[src/hdl/ydvr_pkg.sv]
`timescale 1ns / 1ps

package ydvr_pkg;

  // Default parameter values for the top level.
  localparam int DEF_CORDIC_STAGES = 16;
  localparam int DEF_MOVE_WIDTH    = 16;

  // Length of the arctangent table; more stages than this are not built.
  localparam int TABLE_LEN = 24;

  // Heading and angle formats (degrees times 128).
  localparam int HEAD_W = 17;
  localparam int DIFF_W = 18;
  localparam int ANG_W  = 16;

  localparam logic signed [DIFF_W-1:0] FULL_TURN    = 18'sd46080;
  localparam logic signed [DIFF_W-1:0] TWO_TURNS    = 18'sd92160;
  localparam logic signed [DIFF_W-1:0] HALF_TURN    = 18'sd23040;
  localparam logic signed [DIFF_W-1:0] QUARTER_TURN = 18'sd11520;

  // Angle accumulator in degrees times 2^20.
  localparam int ZW             = 30;
  localparam int ANGLE_UP_SHIFT = 13;

  // Guard bits carried below the movement value in the vector lanes.
  localparam int GUARD_BITS = 16;

  // CORDIC gain correction, round(0.60725293500888 * 2^30).
  localparam int          GAIN_W   = 30;
  localparam logic [GAIN_W-1:0] GAIN_Q30 = 30'd652032874;

  // Split point of the lane magnitude for the two partial products.
  localparam int SPLIT_W = 24;

  // Rounding bias added before the final right shift by 22.
  localparam int ROUND_SHIFT = 22;

  // Arctangent of 2^-i in degrees times 2^20, rounded.
  function automatic logic signed [ZW-1:0] atan_deg20(input int i);
    logic signed [ZW-1:0] v;
    case (i)
      0:       v = 30'sd47185920;
      1:       v = 30'sd27855475;
      2:       v = 30'sd14718068;
      3:       v = 30'sd7471121;
      4:       v = 30'sd3750058;
      5:       v = 30'sd1876857;
      6:       v = 30'sd938658;
      7:       v = 30'sd469357;
      8:       v = 30'sd234682;
      9:       v = 30'sd117342;
      10:      v = 30'sd58671;
      11:      v = 30'sd29335;
      12:      v = 30'sd14668;
      13:      v = 30'sd7334;
      14:      v = 30'sd3667;
      15:      v = 30'sd1833;
      16:      v = 30'sd917;
      17:      v = 30'sd458;
      18:      v = 30'sd229;
      19:      v = 30'sd115;
      20:      v = 30'sd57;
      21:      v = 30'sd29;
      22:      v = 30'sd14;
      23:      v = 30'sd7;
      default: v = '0;
    endcase
    return v;
  endfunction

endpackage

[src/hdl/ydvr_cell.sv]
`timescale 1ns / 1ps

module ydvr_cell #(
  parameter int LW    = 34,
  parameter int SHIFT = 0
) (
  input  logic                            clk,
  input  logic                            en,
  input  logic signed [LW-1:0]            x_in,
  input  logic signed [LW-1:0]            y_in,
  input  logic signed [ydvr_pkg::ZW-1:0]  z_in,
  input  logic                            flip_in,
  output logic signed [LW-1:0]            x_out,
  output logic signed [LW-1:0]            y_out,
  output logic signed [ydvr_pkg::ZW-1:0]  z_out,
  output logic                            flip_out
);
  import ydvr_pkg::*;

  localparam logic signed [ZW-1:0] ATAN = atan_deg20(SHIFT);

  logic signed [LW-1:0] xs, ys, x_nxt, y_nxt, x_r, y_r;
  logic signed [ZW-1:0] z_nxt, z_r;
  logic                 flip_r;

  // One micro-rotation: turn toward zero residual angle.
  always_comb begin
    xs = x_in >>> SHIFT;
    ys = y_in >>> SHIFT;
    if (z_in >= 0) begin
      x_nxt = x_in - ys;
      y_nxt = y_in + xs;
      z_nxt = z_in - ATAN;
    end else begin
      x_nxt = x_in + ys;
      y_nxt = y_in - xs;
      z_nxt = z_in + ATAN;
    end
  end

  always_ff @(posedge clk) begin
    if (en) begin
      x_r    <= x_nxt;
      y_r    <= y_nxt;
      z_r    <= z_nxt;
      flip_r <= flip_in;
    end
  end

  assign x_out    = x_r;
  assign y_out    = y_r;
  assign z_out    = z_r;
  assign flip_out = flip_r;

endmodule

[config.mk]
export PLATFORM = sky130hd
export DESIGN_NAME = ydvr_cell
export DESIGN_NICKNAME = d
export VERILOG_FILES = /design/src/hdl/ydvr_pkg.sv /design/src/hdl/ydvr_cell.sv
export SDC_FILE = /design/constraint.sdc
export NUM_CORES = 1
export LEC_CHECK = 0
export ABC_AREA = 1
export BUFFER_PORTS_ARGS = -buffer_cell sky130_fd_sc_hd__buf_2
export CAP_MARGIN = 20
export CORE_MARGIN = 5
export CORE_UTILIZATION = 42
export DETAILED_ROUTE_END_ITERATION = 8
export GPL_TIMING_DRIVEN = 0
export PLACE_DENSITY_LB_ADDON = 0.3
export SYNTH_ARGS = -nofsm -noshare
export SYNTH_HDL_FRONTEND = slang
export SYNTH_SLANG_ARGS = --single-unit
[constraint.sdc]
create_clock -name clk -period 3.31 [get_ports clk]
set_input_delay 0.662 -clock clk [delete_from_list [all_inputs] [get_ports clk]]
set_output_delay 0.662 -clock clk [all_outputs]
set_load 0.1 [all_outputs]
==> impl_metrics.yaml <==
setup_path:
  cpPeakStageDelay_ps: 520
  cp.required_ps: 3420
  path_buf_inv: 2
  critical-path-top-delay-family: "compound AO/OA/AOI/OAI gates"
  path_cells: "buf_2 -> inv_1 -> ha_1 -> fa_1 -> o21ai_0 -> a21oi_1 -> o21ai_0 -> nand2_1 -> nand2_1 -> nand2_1 -> nand3_1 -> nand2_1"
  critPathCaptureType: "flip-flop"
  cpMaxStageDelayCell: "o21ai_0"
  start_kind: "primary input"
  worst_ep_arrival_time_ps: 3120
  worstPathMaxFanout: 4
  worst_path_most_repeated_cell: "nand2_1"
  critPathKind: "primary input to flip-flop"
yosys:
  yosysSeqAreaShare: 0.276
  synth-seq-cells: 98
  synthCells: 1629
  synth_edf_count: 98
  syn_area_um2: 10700
  synth_cell_types: 33
  yosysWarnings: 0
  synthArstFlopShare: 0
  synth-main-ff-cell: "edfxtp_1"
  syn_avg_cell_area_um2: 6.56
  syn-num-nets: 1842
grt:
  grt_pass1_wl_mm: 58.7
  antenna_found_initial: 0
  grt_max_degree: 80
  grt.total_usage: 0.261
  grt_pass1_vias: 11000
  gr-total-overflow: 0
floorplan:
  fp-row-count: 58
  die_w_um: 169
  ios: 200
  dieArea_um2: 28700
  die_y_um: 169
  start_util: 0.425
  core_region_area_um2: 25100
route:
  wl_per_cell_um: 17.7
  route.detailed.drc: 0
  wirelength_mm: 38.6
  via_per_inst: 5.33
  drtPass1Iterations: 6
  drtIter0Drc: 1169
  drt.antenna.violating_nets: 0
  vias: 11600
run_status:
  status: "finished clean"
timing:
  timing.fmax_mhz: 332
  rsz0062_at_grt: "no"
  worstMarginPinSlew_ps: 1030
  fin_hold_ws_ps: 473
  min_period_ps: 3010
  setup_viol: 0
  slew_viol_final: 0
  period_share: 0.910
  maxSlewHeadroom: 0.316
  hold_viol: 0
cells_and_area:
  syn_to_final_growth_pct: 16.8
  nNetsFinal: 2056
  final_cells: 2178
  drive_gt1_frac: 0.141
  fillers: 2630
  antenna_cells: 0
  final_core_util: 0.497
place:
  io_buffers: 199
  post-place-cells: 2159
  place.gp.congestion: 0.964
  hpwl_mm: 32.3
power:
  power_leakage_nw: 6.59
  ir_worst_vdd_mv: 0.300
  p_per_area_nw_per_um2: 459
job:
  maxCapViolations: 0
cts:
  clk_pin_slew_ps: 90
  htreeDepth: 3
  cts_buffers: 9
  cts.sinks: 98
  cts_tree: "built"
  clockBufferDepth: 2
  ctsRootBufferMaster: "clkbuf_16"
min_path:
  holdCritPathClass: "primary input to flip-flop"
## repair_timing
action                     4_1_cts  5_1_grt
setup buffers                    0        4
setup endpoints to repair        6        5
hold buffers                     0        0
hold endpoints to repair         0        0
pin swaps                        0        2
resized for setup                3        3
## routing by layer
metal  wire, um  part of all wire  track usage  vias up
li1           -                 -            -     5686
met1      17400              0.45        0.369     5276
met2      16600              0.43        0.416      580
met3       3550             0.092       0.0429       63
met4       1100             0.028       0.0739        0
met5          0                 0            0        -
## cell type report
class	count	area, um^2	area share
timing repair buffer	204	1070	0.0857
clock buffer	9	225	0.0181
clock inverter	7	72.6	0.00582
buffer	40	211	0.0170
multi-input combinational	1232	6570	0.527
inverter	258	968	0.0776
sequential	98	2940	0.236
tap	330	413	0.0331
## registers in the layout, summed over array words and instances, names as in the netlist
register  flops
x_out        34
y_out        33
z_out        30
flip_out      1
## logic make-up after synthesis
kind of cell / synth area share
AO/OA/AOI/OAI: 0.129
flip-flops: 0.276
AND/OR/NAND/NOR: 0.315
buffers and inverters: 0.111
XOR/XNOR: 0.0353
adder cells (fa/ha/maj): 0.134
## Yosys cell counts, types with 2 or more instances
library cell    n  share of area
a21o_1          8         0.0056
nand3b_1        2         0.0014
buf_2          29          0.014
o211ai_1        4         0.0028
nor2_1        139          0.049
o21ai_0        78          0.037
or2_2           3         0.0018
nor4_1          4         0.0023
xor2_1         41          0.034
clkbuf_1        6         0.0021
o21a_1          5         0.0035
xnor2_1         2         0.0016
inv_1         258          0.091
fa_1            4         0.0075
edfxtp_1       98           0.28
nand2_1       488           0.17
nand3_1       146          0.068
a31oi_1         2         0.0012
nand4_1        18          0.011
o21bai_1       16          0.011
o21ai_1        14         0.0066
a21oi_1       127          0.060
nor3_1         15         0.0070
ha_1          108           0.13
buf_4           6         0.0042
## layout by cell type (no fill, tap or decap), drive strengths merged
master,n
a21oi,127
clkinvlp,1
o211ai,4
and2,1
nand2,488
nand3b,2
or2,5
clkbuf,14
xnor2,2
nor4,4
xor2,41
ha,108
inv,261
nand3,146
nor2,139
buf,239
edfxtp,98
o21bai,16
o21a,5
a221oi,1
a31oi,2
a21o,8
nor3,16
clkinv,3
o21ai,93
nand4,18
o31ai,1
fa,4
and3,1
## worst paths after layout
kind              startpoint        end  slack, ps  cells after the start
setup / recovery     x_in[0]  x_out[20]        300                     12
hold / removal       flip_in   flip_out        470                      1
## where the power goes
group / switching (W) / internal (W)
logic: 0.00236 / 0.000619
clock network: 0.000593 / 0.000536
registers: 0.0000367 / 0.00157
## metrics by stage
stage | worst slack, ps | area [um^2] | total power, W | setup TNS [ps]
after floorplan | 282 | 10700 | 0.00388 | 0
after global placement | -635 | 12100 | 0.00456 | -3350
after detailed placement | -670 | 12100 | 0.00458 | -3690
after CTS | 95.3 | 12400 | 0.00570 | 0
after global routing | 123 | 12500 | 0.00599 | 0
final | 299 | 12500 | 0.00572 | 0
Note: power is estimated with default switching activity, not from simulation.
