<file path="src/hdl/ydvr_pkg.sv">
`timescale 1ns / 1ps

package ydvr_pkg;

  // Default parameter values for the top level.
  localparam int DEF_CORDIC_STAGES = 16;
  localparam int DEF_MOVE_WIDTH    = 16;

  // Length of the arctangent table; more stages than this are not built.
  localparam int TABLE_LEN = 24;

  // Heading and angle formats (degrees times 128).
  localparam int HEAD_W = 17;
  localparam int DIFF_W = 18;
  localparam int ANG_W  = 16;

  localparam logic signed [DIFF_W-1:0] FULL_TURN    = 18'sd46080;
  localparam logic signed [DIFF_W-1:0] TWO_TURNS    = 18'sd92160;
  localparam logic signed [DIFF_W-1:0] HALF_TURN    = 18'sd23040;
  localparam logic signed [DIFF_W-1:0] QUARTER_TURN = 18'sd11520;

  // Angle accumulator in degrees times 2^20.
  localparam int ZW             = 30;
  localparam int ANGLE_UP_SHIFT = 13;

  // Guard bits carried below the movement value in the vector lanes.
  localparam int GUARD_BITS = 16;

  // CORDIC gain correction, round(0.60725293500888 * 2^30).
  localparam int          GAIN_W   = 30;
  localparam logic [GAIN_W-1:0] GAIN_Q30 = 30'd652032874;

  // Split point of the lane magnitude for the two partial products.
  localparam int SPLIT_W = 24;

  // Rounding bias added before the final right shift by 22.
  localparam int ROUND_SHIFT = 22;

  // Arctangent of 2^-i in degrees times 2^20, rounded.
  function automatic logic signed [ZW-1:0] atan_deg20(input int i);
    logic signed [ZW-1:0] v;
    case (i)
      0:       v = 30'sd47185920;
      1:       v = 30'sd27855475;
      2:       v = 30'sd14718068;
      3:       v = 30'sd7471121;
      4:       v = 30'sd3750058;
      5:       v = 30'sd1876857;
      6:       v = 30'sd938658;
      7:       v = 30'sd469357;
      8:       v = 30'sd234682;
      9:       v = 30'sd117342;
      10:      v = 30'sd58671;
      11:      v = 30'sd29335;
      12:      v = 30'sd14668;
      13:      v = 30'sd7334;
      14:      v = 30'sd3667;
      15:      v = 30'sd1833;
      16:      v = 30'sd917;
      17:      v = 30'sd458;
      18:      v = 30'sd229;
      19:      v = 30'sd115;
      20:      v = 30'sd57;
      21:      v = 30'sd29;
      22:      v = 30'sd14;
      23:      v = 30'sd7;
      default: v = '0;
    endcase
    return v;
  endfunction

endpackage

</file>
<file path="src/hdl/ydvr_prep.sv">
`timescale 1ns / 1ps

module ydvr_prep #(
  parameter int MW = 16
) (
  input  logic                                clk,
  input  logic                                en,
  input  logic signed [ydvr_pkg::HEAD_W-1:0]  old_heading,
  input  logic signed [ydvr_pkg::HEAD_W-1:0]  new_heading,
  input  logic signed [MW-1:0]                fwd_in,
  input  logic signed [MW-1:0]                side_in,
  output logic signed [ydvr_pkg::ANG_W-1:0]   angle,
  output logic                                flip,
  output logic signed [MW-1:0]                fwd_out,
  output logic signed [MW-1:0]                side_out
);
  import ydvr_pkg::*;

  logic signed [DIFF_W-1:0] old_ext, new_ext, old_fold, new_fold;
  logic signed [DIFF_W-1:0] diff_nxt, diff_r;
  logic signed [DIFF_W-1:0] d_nxt, d_r;
  logic signed [DIFF_W-1:0] a_full;
  logic signed [ANG_W-1:0]  angle_nxt, angle_r;
  logic                     flip_nxt, flip_r;
  logic signed [MW-1:0]     fwd1_r, side1_r, fwd2_r, side2_r, fwd3_r, side3_r;

  // First step: add a full turn to each negative heading and take the difference.
  always_comb begin
    old_ext  = DIFF_W'(old_heading);
    new_ext  = DIFF_W'(new_heading);
    old_fold = (old_ext < 0) ? old_ext + FULL_TURN : old_ext;
    new_fold = (new_ext < 0) ? new_ext + FULL_TURN : new_ext;
    diff_nxt = new_fold - old_fold;
  end

  // Second step: reduce the difference modulo a full turn into 0..360.
  always_comb begin
    if (diff_r >= FULL_TURN) begin
      d_nxt = diff_r - FULL_TURN;
    end else if (diff_r >= 0) begin
      d_nxt = diff_r;
    end else if (diff_r >= -FULL_TURN) begin
      d_nxt = diff_r + FULL_TURN;
    end else begin
      d_nxt = diff_r + TWO_TURNS;
    end
  end

  // Third step: bring the angle into -90..90, flipping the result when
  // a half turn was taken off.
  always_comb begin
    flip_nxt = 1'b0;
    if (d_r <= QUARTER_TURN) begin
      a_full = d_r;
    end else if (d_r < FULL_TURN - QUARTER_TURN) begin
      a_full   = d_r - HALF_TURN;
      flip_nxt = 1'b1;
    end else begin
      a_full = d_r - FULL_TURN;
    end
    angle_nxt = ANG_W'(a_full);
  end

  always_ff @(posedge clk) begin
    if (en) begin
      diff_r  <= diff_nxt;
      d_r     <= d_nxt;
      angle_r <= angle_nxt;
      flip_r  <= flip_nxt;
      fwd1_r  <= fwd_in;
      side1_r <= side_in;
      fwd2_r  <= fwd1_r;
      side2_r <= side1_r;
      fwd3_r  <= fwd2_r;
      side3_r <= side2_r;
    end
  end

  assign angle    = angle_r;
  assign flip     = flip_r;
  assign fwd_out  = fwd3_r;
  assign side_out = side3_r;

endmodule

</file>
<file path="config.mk">
export PLATFORM = sky130hd
export DESIGN_NAME = ydvr_prep
export DESIGN_NICKNAME = d
export VERILOG_FILES = /design/src/hdl/ydvr_pkg.sv /design/src/hdl/ydvr_prep.sv
export SDC_FILE = /design/constraint.sdc
export NUM_CORES = 1
export LEC_CHECK = 0
export BUFFER_PORTS_ARGS = -buffer_cell sky130_fd_sc_hd__buf_2
export CAP_MARGIN = 20
export CORE_MARGIN = 2
export CORE_UTILIZATION = 51
export DETAILED_ROUTE_END_ITERATION = 7
export PLACE_DENSITY = 0.87
export SLEW_MARGIN = 20
export SYNTH_ARGS = -nofsm -noshare
export SYNTH_HDL_FRONTEND = slang
export SYNTH_SLANG_ARGS = --single-unit
</file>
<file path="constraint.sdc">
create_clock -name clk -period 2.7 [get_ports clk]
set_input_delay 0.54 -clock clk [delete_from_list [all_inputs] [get_ports clk]]
set_output_delay 0.54 -clock clk [all_outputs]
set_load 0.02 [all_outputs]
</file>
==> results.toml <==
[place]
dpl.cell_count = 775
place_congestion = 0.908
io_buffer_count = 116
dp_hpwl_mm = 8.73

[grt]
grt_pass1_vias = 4291
grt_max_degree = 150
grt_use_met3_pct = 4.45
gr-usage-all-layers_pct = 18.5
grt_overflow = 0
antenna_found_initial = 0
grtUsageMet2_pct = 32.4
grt_pass1_wl_mm = 20.4
grt_util_met1_pct = 21.8
grt.busiest_layer = "met2"

[layout]
nNetsFinal = 718
area_delta_synth_final_pct = 22.1
drive_gt1_share_pct = 28.4
final-instance-count-excl-fill = 807
diodes = 0

[worst_setup_path]
path_buf_inv = 1
r2r-start = "diff_r[10]"
cp_cell_sequence = "buf_2 > ha_4 > or3_1 > nand2_1 > xor2_1 > ha_1 > o21a_1 > or2_1 > a31o_1 > a221oi_1 > and3_1"
cp-start-kind = "input port"
timing.reg2reg.setup_slack_ns = 0.51
ff2ff_path_depth = 7
worst_path_largest_cell_delay_ns = 0.33
worstPathMaxFanout = 4
worst-endpoint-arrival_ns = 2.81
slowest_stage = "or3_1"
critPathRequiredTime_ns = 2.98
path_delay_family = "simple AND/OR/NAND/NOR gates"
end_kind = "register"
regToRegEndpoint = "d_r[12]"
criticalPathCategory = "in -> reg"

[synthesis]
synth_top_area_share_pct = 66.3
syn-instance-count = 480
synth-async-reset-ratio_pct = 0
yosysMostFrequentCell = "edfxtp_1"
syn_area_per_cell_um2 = 14.1
synth_top_cells_by_count = "edfxtp_1 (149), ha_1 (31), a21oi_1 (28), inv_1 (28), nor2_1 (27)"
seq_area_frac_synth_pct = 66.3
syn_area_um2 = 6750
synth.area.top_cells = "edfxtp_1 (66%), ha_1 (5.7%), xnor2_1 (2.7%)"
ys_ff_latch = 149
yosys_warnings = 0
ys.flop_type = "edfxtp_1"
synth_enable_flop_cells = 149
ys_types = 66
synth_fp_nets = 580
yosysTopAreaCell = "edfxtp_1"

[timing]
setup_viol = 0
whs_ns = 0.292
fin_skew_ns = 0.00587
rsz0062_at_grt = "no"
setup_tns_ns = 0
worst_pin_slew_ns = 0.747
period_needed_ns = 2.53
fmax_mhz = 396
finalCritPeriodShare_pct = 93.6
hold_violations = 0
slew_headroom_pct = 50.2
maxSlewViolCount = 0

[die]
die-area_um2 = 14200
std_cell_rows = 42
die_x_um = 119
ios = 117
die_y_um = 119
start_util_pct = 51.6
coreArea_um2 = 13100

[detailed_routing]
drtIter0Drc = 400
vias = 4385
wire_per_inst_um = 15.9
drt_wl_total_mm = 12.9
drt_pass1_iterations = 5
drt_drc_violations_left = 0
via_per_inst = 5.43
ant_nets = 0

[power_and_ir_drop]
combPwrFrac_pct = 21.7
pwr-share-clk_pct = 33.4
internal_power_w = 0.00506
worst_ir_drop_vdd_mv = 0.594
p_leak_nw = 3.24
power.density_nw_per_um2 = 860
seq_power_share_pct = 44.9
p_sw_share_pct = 28.6
power_w = 0.00709
p_sw_w = 0.00203

[clock_tree]
clkTransAtPathRegs_ns = 0.06
ctsHoldBuffers = 0
clockBufferDepth = 2
clock-root-buffer = "clkbuf_16"
insertion_delay_ns = 0.42
cts_buffers = 17
h-tree-depth = 4
tritoncts = "done"
cts_sinks = 149

[min_path]
hold_class = "in -> reg"
whs_endpoint = "fwd1_r[2]"
holdCritStartpoint = "fwd_in[2]"
hold_depth = 1

[run]
maxCapViolCount = 0

[outcome]
status = "complete, no violations"
-- final cells by class --
class / instances / area, um^2
fillers: 928 / 4840
flip-flops and latches: 149 / 4470
multi-input cells: 291 / 2130
repair buffers: 131 / 712
clock buffers: 19 / 433
well taps: 176 / 220
clock inverters: 13 / 171
inverters: 28 / 105
-- per-layer routing --
metal	routed length, um	up-vias
met2	6490	210
li1	-	2109
met3	753	26
met5	0	-
met4	275	0
met1	5330	2040
-- what timing repair did --
item / in CTS / in global routing
gates resized for setup: 0 / 1
buffers inserted: 0 / 0
endpoints found under the setup margin: 0 / 1
hold endpoints to repair: 0 / 0
-- logic make-up (layout without fill, tap and decap cells) --
kind of cell / count (synthesis) / count (layout) / synth area share, %
buffers and inverters: 40 / 191 / 2.54
and+or+nand+nor: 114 / 114 / 8.88
DFF: 149 / 149 / 66.3
AOI/OAI and AO/OA: 109 / 109 / 11.5
xor gates and xnor gates: 30 / 30 / 3.89
adders and majority gates: 32 / 32 / 6.04
muxes: 6 / 6 / 0.908
-- worst reg2reg max path, stage by stage (launching register included) --
cell       delay, ns
edfxtp_1        0.48
inv_1           0.14
ha_1            0.27
nand3b_1        0.21
o2bb2ai_1       0.21
o22a_2          0.31
o32ai_1         0.24
a21oi_1         0.08
-- through the flow --
stage	util [%]	cell area (um^2)	setup slack, ns
3_3_place_gp	58.3	7630	-0.147
5_1_grt	63.0	8240	0.0121
4_1_cts	63.0	8240	0.207
2_1_floorplan	-	6770	0.0138
3_5_place_dp	58.3	7630	-0.228
6_report	63.0	8240	0.173
-- power by group through the flow --
stage	Combinational [W]	Clock [W]	Sequential (W)
2_1_floorplan	0.00102	0	0.00323
3_3_place_gp	0.00144	0	0.00319
3_5_place_dp	0.00150	0	0.00322
4_1_cts	0.00152	0.00241	0.00318
5_1_grt	0.00170	0.00249	0.00321
6_report	0.00154	0.00237	0.00318
-- registers in the layout, indices dropped and copies added (netlist names) --
register and count:
d_r 18, diff_r 18, angle 16, fwd1_r 16, fwd2_r 16, fwd_out 16, side1_r 16, side2_r 16
side_out 16, flip 1
-- how the worst max path moves through the flow --
stage,from,endpoint,cells after the start
after floorplan,new_heading[10],diff_r[16],10
after CTS,old_heading[11],diff_r[16],11
after global routing,old_heading[11],diff_r[16],11
after global placement,old_heading[11],diff_r[16],11
after detailed placement,old_heading[11],diff_r[16],11
final,old_heading[11],diff_r[16],11
-- placed cells by master (no fill, tap or decap), types with 4 or more instances in the layout --
| master | instances |
|---|---|
| ha_1 | 30 |
| nand2b_1 | 7 |
| a211oi_1 | 4 |
| edfxtp_1 | 149 |
| o21ai_0 | 13 |
| nor3_1 | 12 |
| nand2_1 | 24 |
| inv_1 | 28 |
| clkinv_4 | 4 |
| nor2_1 | 27 |
| o211ai_1 | 8 |
| nand3_1 | 8 |
| nor2b_1 | 5 |
| xnor2_1 | 21 |
| nand3b_1 | 5 |
| a211o_1 | 5 |
| a211oi_2 | 4 |
| buf_4 | 14 |
| nand4_1 | 4 |
| xor2_1 | 9 |
| clkbuf_16 | 17 |
| o21a_1 | 7 |
| buf_2 | 115 |
| mux2i_1 | 5 |
| a21oi_1 | 28 |
Power figures use the tool's default switching activity.
