[src/hdl/ydvr_pkg.sv]
`timescale 1ns / 1ps

package ydvr_pkg;

  // Default parameter values for the top level.
  localparam int DEF_CORDIC_STAGES = 16;
  localparam int DEF_MOVE_WIDTH    = 16;

  // Length of the arctangent table; more stages than this are not built.
  localparam int TABLE_LEN = 24;

  // Heading and angle formats (degrees times 128).
  localparam int HEAD_W = 17;
  localparam int DIFF_W = 18;
  localparam int ANG_W  = 16;

  localparam logic signed [DIFF_W-1:0] FULL_TURN    = 18'sd46080;
  localparam logic signed [DIFF_W-1:0] TWO_TURNS    = 18'sd92160;
  localparam logic signed [DIFF_W-1:0] HALF_TURN    = 18'sd23040;
  localparam logic signed [DIFF_W-1:0] QUARTER_TURN = 18'sd11520;

  // Angle accumulator in degrees times 2^20.
  localparam int ZW             = 30;
  localparam int ANGLE_UP_SHIFT = 13;

  // Guard bits carried below the movement value in the vector lanes.
  localparam int GUARD_BITS = 16;

  // CORDIC gain correction, round(0.60725293500888 * 2^30).
  localparam int          GAIN_W   = 30;
  localparam logic [GAIN_W-1:0] GAIN_Q30 = 30'd652032874;

  // Split point of the lane magnitude for the two partial products.
  localparam int SPLIT_W = 24;

  // Rounding bias added before the final right shift by 22.
  localparam int ROUND_SHIFT = 22;

  // Arctangent of 2^-i in degrees times 2^20, rounded.
  function automatic logic signed [ZW-1:0] atan_deg20(input int i);
    logic signed [ZW-1:0] v;
    case (i)
      0:       v = 30'sd47185920;
      1:       v = 30'sd27855475;
      2:       v = 30'sd14718068;
      3:       v = 30'sd7471121;
      4:       v = 30'sd3750058;
      5:       v = 30'sd1876857;
      6:       v = 30'sd938658;
      7:       v = 30'sd469357;
      8:       v = 30'sd234682;
      9:       v = 30'sd117342;
      10:      v = 30'sd58671;
      11:      v = 30'sd29335;
      12:      v = 30'sd14668;
      13:      v = 30'sd7334;
      14:      v = 30'sd3667;
      15:      v = 30'sd1833;
      16:      v = 30'sd917;
      17:      v = 30'sd458;
      18:      v = 30'sd229;
      19:      v = 30'sd115;
      20:      v = 30'sd57;
      21:      v = 30'sd29;
      22:      v = 30'sd14;
      23:      v = 30'sd7;
      default: v = '0;
    endcase
    return v;
  endfunction

endpackage

[src/hdl/ydvr_gain.sv]
`timescale 1ns / 1ps

module ydvr_gain #(
  parameter int LW = 34,
  parameter int MW = 16
) (
  input  logic                  clk,
  input  logic                  en,
  input  logic signed [LW-1:0]  lane,
  input  logic                  flip,
  output logic signed [MW-1:0]  result
);
  import ydvr_pkg::*;

  localparam int HW  = LW - SPLIT_W;
  localparam int PHW = HW + GAIN_W;
  localparam int PLW = SPLIT_W + GAIN_W;
  localparam int SW  = PHW + 1;
  localparam int RW  = SW - ROUND_SHIFT;
  localparam int VW  = RW + 1;
  localparam logic signed [VW-1:0] MAX_V = VW'((64'sd1 <<< (MW - 1)) - 64'sd1);
  localparam logic signed [VW-1:0] MIN_V = -MAX_V - VW'(1);
  localparam logic [SW-1:0] BIAS = SW'(1) << (ROUND_SHIFT - 1);

  logic          neg0_r, neg1_r, neg2_r;
  logic [LW-1:0] mag_nxt, mag_r;
  logic [PHW-1:0] p_hi_nxt, p_hi_r;
  logic [PLW-1:0] p_lo_nxt, p_lo_r;
  logic [SW-1:0]  sum;
  logic [RW-1:0]  r_nxt, r_r;
  logic signed [VW-1:0] v;
  logic signed [MW-1:0] res_nxt, res_r;

  // Sign and magnitude; the half-turn flip folds into the sign.
  assign mag_nxt = lane[LW-1] ? LW'(-lane) : LW'(lane);

  // Two partial products of the magnitude with the gain constant.
  always_comb begin
    p_lo_nxt = PLW'(mag_r[SPLIT_W-1:0]) * PLW'(GAIN_Q30);
    p_hi_nxt = PHW'(mag_r[LW-1:SPLIT_W]) * PHW'(GAIN_Q30);
  end

  // Recombine, round half up and drop the guard bits.
  always_comb begin
    sum   = SW'(p_hi_r) + BIAS + SW'(p_lo_r[PLW-1:SPLIT_W]);
    r_nxt = sum[SW-1:ROUND_SHIFT];
  end

  // Restore the sign and saturate to the output width.
  always_comb begin
    v = neg2_r ? -signed'({1'b0, r_r}) : signed'({1'b0, r_r});
    if (v > MAX_V) begin
      res_nxt = MW'(MAX_V);
    end else if (v < MIN_V) begin
      res_nxt = MW'(MIN_V);
    end else begin
      res_nxt = MW'(v);
    end
  end

  always_ff @(posedge clk) begin
    if (en) begin
      neg0_r <= lane[LW-1] ^ flip;
      mag_r  <= mag_nxt;
      neg1_r <= neg0_r;
      p_lo_r <= p_lo_nxt;
      p_hi_r <= p_hi_nxt;
      neg2_r <= neg1_r;
      r_r    <= r_nxt;
      res_r  <= res_nxt;
    end
  end

  assign result = res_r;

endmodule

[config.mk]
export PLATFORM = sky130hd
export DESIGN_NAME = ydvr_gain
export DESIGN_NICKNAME = d
export VERILOG_FILES = /design/src/hdl/ydvr_pkg.sv /design/src/hdl/ydvr_gain.sv
export SDC_FILE = /design/constraint.sdc
export NUM_CORES = 1
export LEC_CHECK = 0
export BUFFER_PORTS_ARGS = -buffer_cell sky130_fd_sc_hd__buf_2
export CAP_MARGIN = 30
export CORE_MARGIN = 10
export CORE_UTILIZATION = 34
export DETAILED_ROUTE_END_ITERATION = 16
export GPL_ROUTABILITY_DRIVEN = 0
export SLEW_MARGIN = 10
export SYNTH_ARGS = -nofsm -noshare
export SYNTH_HDL_FRONTEND = slang
export SYNTH_SLANG_ARGS = --single-unit
[constraint.sdc]
create_clock -name clk -period 11.8 [get_ports clk]
set_input_delay 2.36 -clock clk [delete_from_list [all_inputs] [get_ports clk]]
set_output_delay 2.36 -clock clk [all_outputs]
set_load 0.005 [all_outputs]
==> results.sh, run 1 <==
export IMPL_status="finished, final reports clean"
export IMPL_fin_crit_sh_pct=63.8
export IMPL_ios=53
export IMPL_crit_reg2reg_launch="mag_r[15]"
export IMPL_clock_sinks=140
export IMPL_r2r_setup_slack_ns=4.27
export IMPL_nets=3126
export IMPL_synth_xor_area_share_pct=4.71
export IMPL_track_usage_pct=15.1
export IMPL_ys_flop_type="edfxtp_1"
export IMPL_cts_tree="yes"
export IMPL_setup_viol=0
export IMPL_slowest_stage="a221oi_1"
export IMPL_synth_edf_count=140
export IMPL_cp_start_kind="register"
export IMPL_netlist_instances=2258
export IMPL_min_period_ns=7.53
export IMPL_clk_latency_ns=0.47
export IMPL_place_port_buffers=52
export IMPL_wirelength_um=60100
export IMPL_critPathLaunch="mag_r[15]"
export IMPL_yosysMostFrequentCell="inv_1"
export IMPL_crit_type="reg2reg"
export IMPL_antenna_found_initial=1
export IMPL_r2r_cells=20
export IMPL_ctsHoldBuffers=0
export IMPL_synth_common_cells="inv_1 (541), ha_1 (392), fa_1 (388)"
export IMPL_htree_levels=4
export IMPL_min_to="neg2_r"
export IMPL_min_path_cells=0
export IMPL_max_stage_delay_ns=0.71
export IMPL_yosysTopAreaCell="fa_1"
export IMPL_arrival_ns=7.71
export IMPL_clock_path_buffers=2
export IMPL_numCtsBuffers=17
export IMPL_final_layout_size_suffix_gt1_share_pct=4.78
export IMPL_synth_top_family_by_area="adder cells"
export IMPL_synthSimpleGateAreaFrac_pct=6.16
export IMPL_fp_coreArea_sq_um=69900
export IMPL_netlist_area_leader_share_pct=32.4
export IMPL_drt_iter0_markers=867
export IMPL_n_antenna_cell=0
export IMPL_die_h_um=286
export IMPL_seq_area_frac_synth_pct=17.5
export IMPL_critPathRequiredTime_ns=11.98
export IMPL_rr_endpoint="p_lo_r[53]"
export IMPL_path_cells="ha_1 > inv_1 > fa_1 > fa_1 > inv_1 > fa_1 > fa_1 > fa_1 > inv_1 > fa_1 > inv_1 > ha_1 > a21oi_1 > o21ai_0 > nor2_1 > a221oi_1 > nand4_1 > a21oi_1 > or2_2 > o211ai_1"
export IMPL_tightest_slew_ns=0.784
export IMPL_ys_async_sr_fraction_pct=0
export IMPL_rows=97
export IMPL_synthTopCellsByArea="fa_1 (32%), ha_1 (20%), edfxtp_1 (18%), inv_1 (8.5%), xnor2_1 (3.0%)"
export IMPL_synthAdderAreaFrac_pct=52.9
export IMPL_grt_pass1_vias=17600
export IMPL_fmax_mhz=133
export IMPL_fp_dieArea_sq_um=81500
export IMPL_critPathMaxFanout=7
export IMPL_avgRoutedWirePerCell_um=18.4
export IMPL_synth_mux_area_share_pct=0.0835
export IMPL_cts_setup_buffers=0
export IMPL_fin_util_pct=37.1
export IMPL_syn_area_per_cell_sq_um=10.6
export IMPL_syn_num_nets=3075
export IMPL_synth_cell_types=70
export IMPL_hold_viol=0
export IMPL_min_from="neg1_r"
export IMPL_path_clk_slew_ns=0.07
export IMPL_synth_compound_area_share_pct=9.80
export IMPL_gr_total_overflow=0
export IMPL_grt_pass1_wl_um=96600
export IMPL_cts_resized=0
export IMPL_syn_to_final_growth_pct=8.25
export IMPL_viasPerCell=4.93
export IMPL_slew_viol_final=0
export IMPL_grt_max_degree=80
export IMPL_fp_dieW_um=286
export IMPL_fillers=6937
export IMPL_ant_nets=0
export IMPL_fin_skew_ns=0.0109
export IMPL_vias=16100
export IMPL_max_slew_margin_pct=47.8
export IMPL_synth_area_sq_um=24000
export IMPL_hpwlAfterDp_um=53300
export IMPL_first_pass_iters=5
export IMPL_ctsRootBufferMaster="clkbuf_16"
export IMPL_drc=0
export IMPL_ys_ff_latch=140
export IMPL_end_kind="register"
export IMPL_cp_common_cell="fa_1"
export IMPL_rsz0062_at_grt="no"
export IMPL_initial_core_util_pct=34.3
export IMPL_maxCapViolCount=0
export IMPL_synth_warnings=0
export IMPL_hold_slack_ns=0.438
export IMPL_holdCritPathClass="reg2reg"
export IMPL_tns_ns=0
## through the flow
step | instance area, sq um | worst slack, ns | cells
5_1_grt | 25900 | 3.88 | 3262
2_1_floorplan | 24000 | 5.42 | 2258
3_3_place_gp | 25300 | 4.37 | 3229
6_report | 25900 | 4.27 | 3262
3_5_place_dp | 25300 | 4.30 | 3230
4_1_cts | 25900 | 4.28 | 3262
## worst max-delay path by stage
stage               slack [ns]         end  depth (start not counted)
floorplan                 5.42  p_lo_r[52]                         20
global placement          4.37  p_lo_r[53]                         20
detailed placement        4.30  p_lo_r[53]                         21
CTS                       4.28  p_lo_r[53]                         21
global route              3.88  p_lo_r[53]                         21
finish                    4.27  p_lo_r[53]                         20
## cell usage in the layout, fill, tap and decap left out, types with 25 or more instances in the layout
| cell | instances |
|---|---|
| xor2_1 | 46 |
| edfxtp_1 | 140 |
| nand3_1 | 25 |
| inv_1 | 541 |
| a21o_1 | 62 |
| o21ai_0 | 66 |
| ha_1 | 392 |
| a21oi_1 | 119 |
| nor2_1 | 49 |
| nand2_1 | 77 |
| buf_2 | 51 |
| fa_1 | 388 |
| xnor2_1 | 83 |
## cells by family (layout without fill, tap and decap cells)
| family | Yosys count | count (layout) |
|---|---|---|
| multiplexers | 2 | 2 |
| adder cells (fa/ha/maj) | 780 | 780 |
| flip-flops | 140 | 140 |
| AO/OA/AOI/OAI | 360 | 360 |
| buffers and inverters | 563 | 627 |
| XOR/XNOR | 129 | 129 |
| AND/OR/NAND/NOR | 284 | 284 |
## final cells by class
cell class | count | area, sq um | share of cell area (%)
clock buffer | 17 | 425 | 1.64
tap | 940 | 1180 | 4.53
clock inverter | 15 | 175 | 0.675
inverter | 541 | 2030 | 7.83
multi-input combinational | 1555 | 17600 | 68.0
sequential | 140 | 4200 | 16.2
timing repair buffer | 54 | 289 | 1.11
## registers in the layout (all words and copies together), names as in the netlist
name and cells:
result 16, neg2_r 1, p_hi_r 39, neg0_r 1, p_lo_r 29, r_r 19, neg1_r 1, mag_r 34
## worst max-delay path, delay by kind of cell (launching register included)
family | cells | cell delay (ns)
fa+ha+maj | 8 | 4.23
compound gates | 5 | 1.51
flops | 1 | 0.62
simple gates | 3 | 0.57
buf+inv | 4 | 0.32
## metal layers
layer / vias to the layer above / share of wire [%] / global-route usage [%]
met3: 115 / 5.5 / 2.80
li1: 7535 / - / -
met4: 2 / 4.2 / 6.47
met2: 423 / 48 / 25.6
met1: 8000 / 42 / 18.5
met5: - / 0.028 / 0
Power of run 1 is not shown: default switching activity piles up to over one toggle a cycle in this logic, so the estimate is an artifact.
==> run 2, diff against run 1 <==
==> constraint.sdc (replaced) <==
create_clock -name clk -period 7 [get_ports clk]
set_input_delay 1.4 -clock clk [delete_from_list [all_inputs] [get_ports clk]]
set_output_delay 1.4 -clock clk [all_outputs]
set_load 0.005 [all_outputs]
==> results.sh, run 2 (synthesized netlist as in run 1, its figures left out) <==
export IMPL_stdcell_count=3334
export IMPL_grt_pass1_vias=17700
export IMPL_n_antenna_cell=0
export IMPL_grt_max_degree=86
export IMPL_slowest_stage="fa_1"
export IMPL_wirelength_um=61500
export IMPL_die_h_um=286
export IMPL_cp_common_cell="fa_1"
export IMPL_r2r_cells=20
export IMPL_largest_register_ffs=39
export IMPL_initial_core_util_pct=34.3
export IMPL_fp_dieW_um=286
export IMPL_ant_nets=0
export IMPL_fin_util_pct=38.0
export IMPL_fin_ws_ns=0.212
export IMPL_ctsRootBufferMaster="clkbuf_16"
export IMPL_fin_skew_ns=0.0129
export IMPL_crit_reg2reg_launch="mag_r[14]"
export IMPL_rr_endpoint="p_lo_r[52]"
export IMPL_drt_iter0_markers=867
export IMPL_slew_viol_final=0
export IMPL_hold_slack_ns=0.471
export IMPL_path_cells="fa_1 > inv_1 > fa_1 > inv_1 > fa_1 > fa_1 > fa_1 > fa_1 > inv_1 > fa_1 > inv_1 > ha_1 > a21oi_1 > o21ai_0 > a2111oi_2 > o21a_2 > o21ba_2 > o21ai_2 > a311oi_1 > xnor2_1"
export IMPL_viasPerCell=4.92
export IMPL_ctsHoldBuffers=0
export IMPL_maxCapViolCount=0
export IMPL_cpLargestDelayFamily="adder cells"
export IMPL_critPathRequiredTime_ns=7.22
export IMPL_antenna_found_initial=0
export IMPL_rows=97
export IMPL_syn_to_final_growth_pct=10.8
export IMPL_arrival_ns=7.01
export IMPL_setup_viol=0
export IMPL_final_cell_mix="inv_1 (541), fa_1 (388), ha_1 (387)"
export IMPL_pre_cts_ws_ns=-0.0880
export IMPL_top_register="p_hi_r"
export IMPL_end_kind="register"
export IMPL_fillers=6885
export IMPL_min_from="neg1_r"
export IMPL_clk_latency_ns=0.48
export IMPL_clock_path_buffers=2
export IMPL_layout_commonest_cell="inv_1"
export IMPL_vias=16400
export IMPL_path_buf_inv=4
export IMPL_max_slew_margin_pct=42.2
export IMPL_cp_start_kind="register"
export IMPL_numCtsBuffers=17
export IMPL_critPathMaxFanout=5
export IMPL_holdCritPathClass="reg2reg"
export IMPL_fmax_mhz=147
export IMPL_grt_pass1_wl_um=98500
export IMPL_hold_viol=0
export IMPL_htree_levels=4
export IMPL_min_path_cells=0
export IMPL_drc=0
export IMPL_dp_cells=3265
export IMPL_fp_coreArea_sq_um=69900
export IMPL_reg_top3="p_hi_r x39, mag_r x34, p_lo_r x29"
export IMPL_status="finished, final reports clean"
export IMPL_fin_crit_sh_pct=97.0
export IMPL_nets=3198
export IMPL_first_pass_iters=7
export IMPL_max_stage_delay_ns=0.60
export IMPL_fp_dieArea_sq_um=81500
export IMPL_crit_type="reg2reg"
export IMPL_final_layout_size_suffix_gt1_share_pct=8.31
export IMPL_r2r_setup_slack_ns=0.21
export IMPL_avgRoutedWirePerCell_um=18.5
export IMPL_path_clk_slew_ns=0.08
export IMPL_track_usage_pct=15.4
export IMPL_hpwlAfterDp_um=53900
export IMPL_place_port_buffers=52
export IMPL_min_period_ns=6.79
export IMPL_tightest_slew_ns=0.867
export IMPL_clock_sinks=140
export IMPL_cts_tree="yes"
export IMPL_ios=53
export IMPL_gr_total_overflow=0
export IMPL_min_to="neg2_r"
## run 2: metrics by stage
stage | setup TNS (ns) | instance area [sq um]
global placement | 0 | 25600
CTS | 0 | 26300
finish | 0 | 26600
global route | -0.00391 | 26600
detailed placement | -0.165 | 25600
floorplan | 0 | 24000
## run 2: layout make-up
| cell class | instances | area [sq um] | share of cell area [%] |
|---|---|---|---|
| repair buffers | 126 | 822 | 3.09 |
| well taps | 940 | 1180 | 4.43 |
| inverters | 541 | 2030 | 7.64 |
| clock inverters | 15 | 196 | 0.739 |
| clock buffers | 17 | 425 | 1.60 |
| multi-input cells | 1555 | 17700 | 66.7 |
| flip-flops and latches | 140 | 4200 | 15.8 |
## run 2: worst max path at each step
stage                          from          to  slack [ns]  depth (start not counted)
after detailed placement  mag_r[13]  p_lo_r[52]       -0.09                         20
after CTS                 mag_r[12]  p_lo_r[52]         0.1                         20
after global routing       mag_r[7]  p_lo_r[49]      -0.004                         20
final                     mag_r[14]  p_lo_r[52]        0.21                         20
after floorplan           mag_r[12]  p_lo_r[52]        0.62                         20
after global placement    mag_r[13]  p_lo_r[52]        0.11                         20
## run 2: timing repair
item,4_1_cts,5_1_grt
endpoints found under the setup margin,2,16
gates cloned,0,0
resized for setup,3,16
setup buffers,10,27
## run 2: layer usage
metal  global-route usage [%]  part of all wire [%]  up-vias
li1                         -                     -     7685
met1                     18.9                    42     8114
met2                     25.8                    48      497
met3                     2.94                   5.2      117
met4                     7.09                   4.7        0
met5                        0                     0        -
Power of run 2 is left out for the same reason.
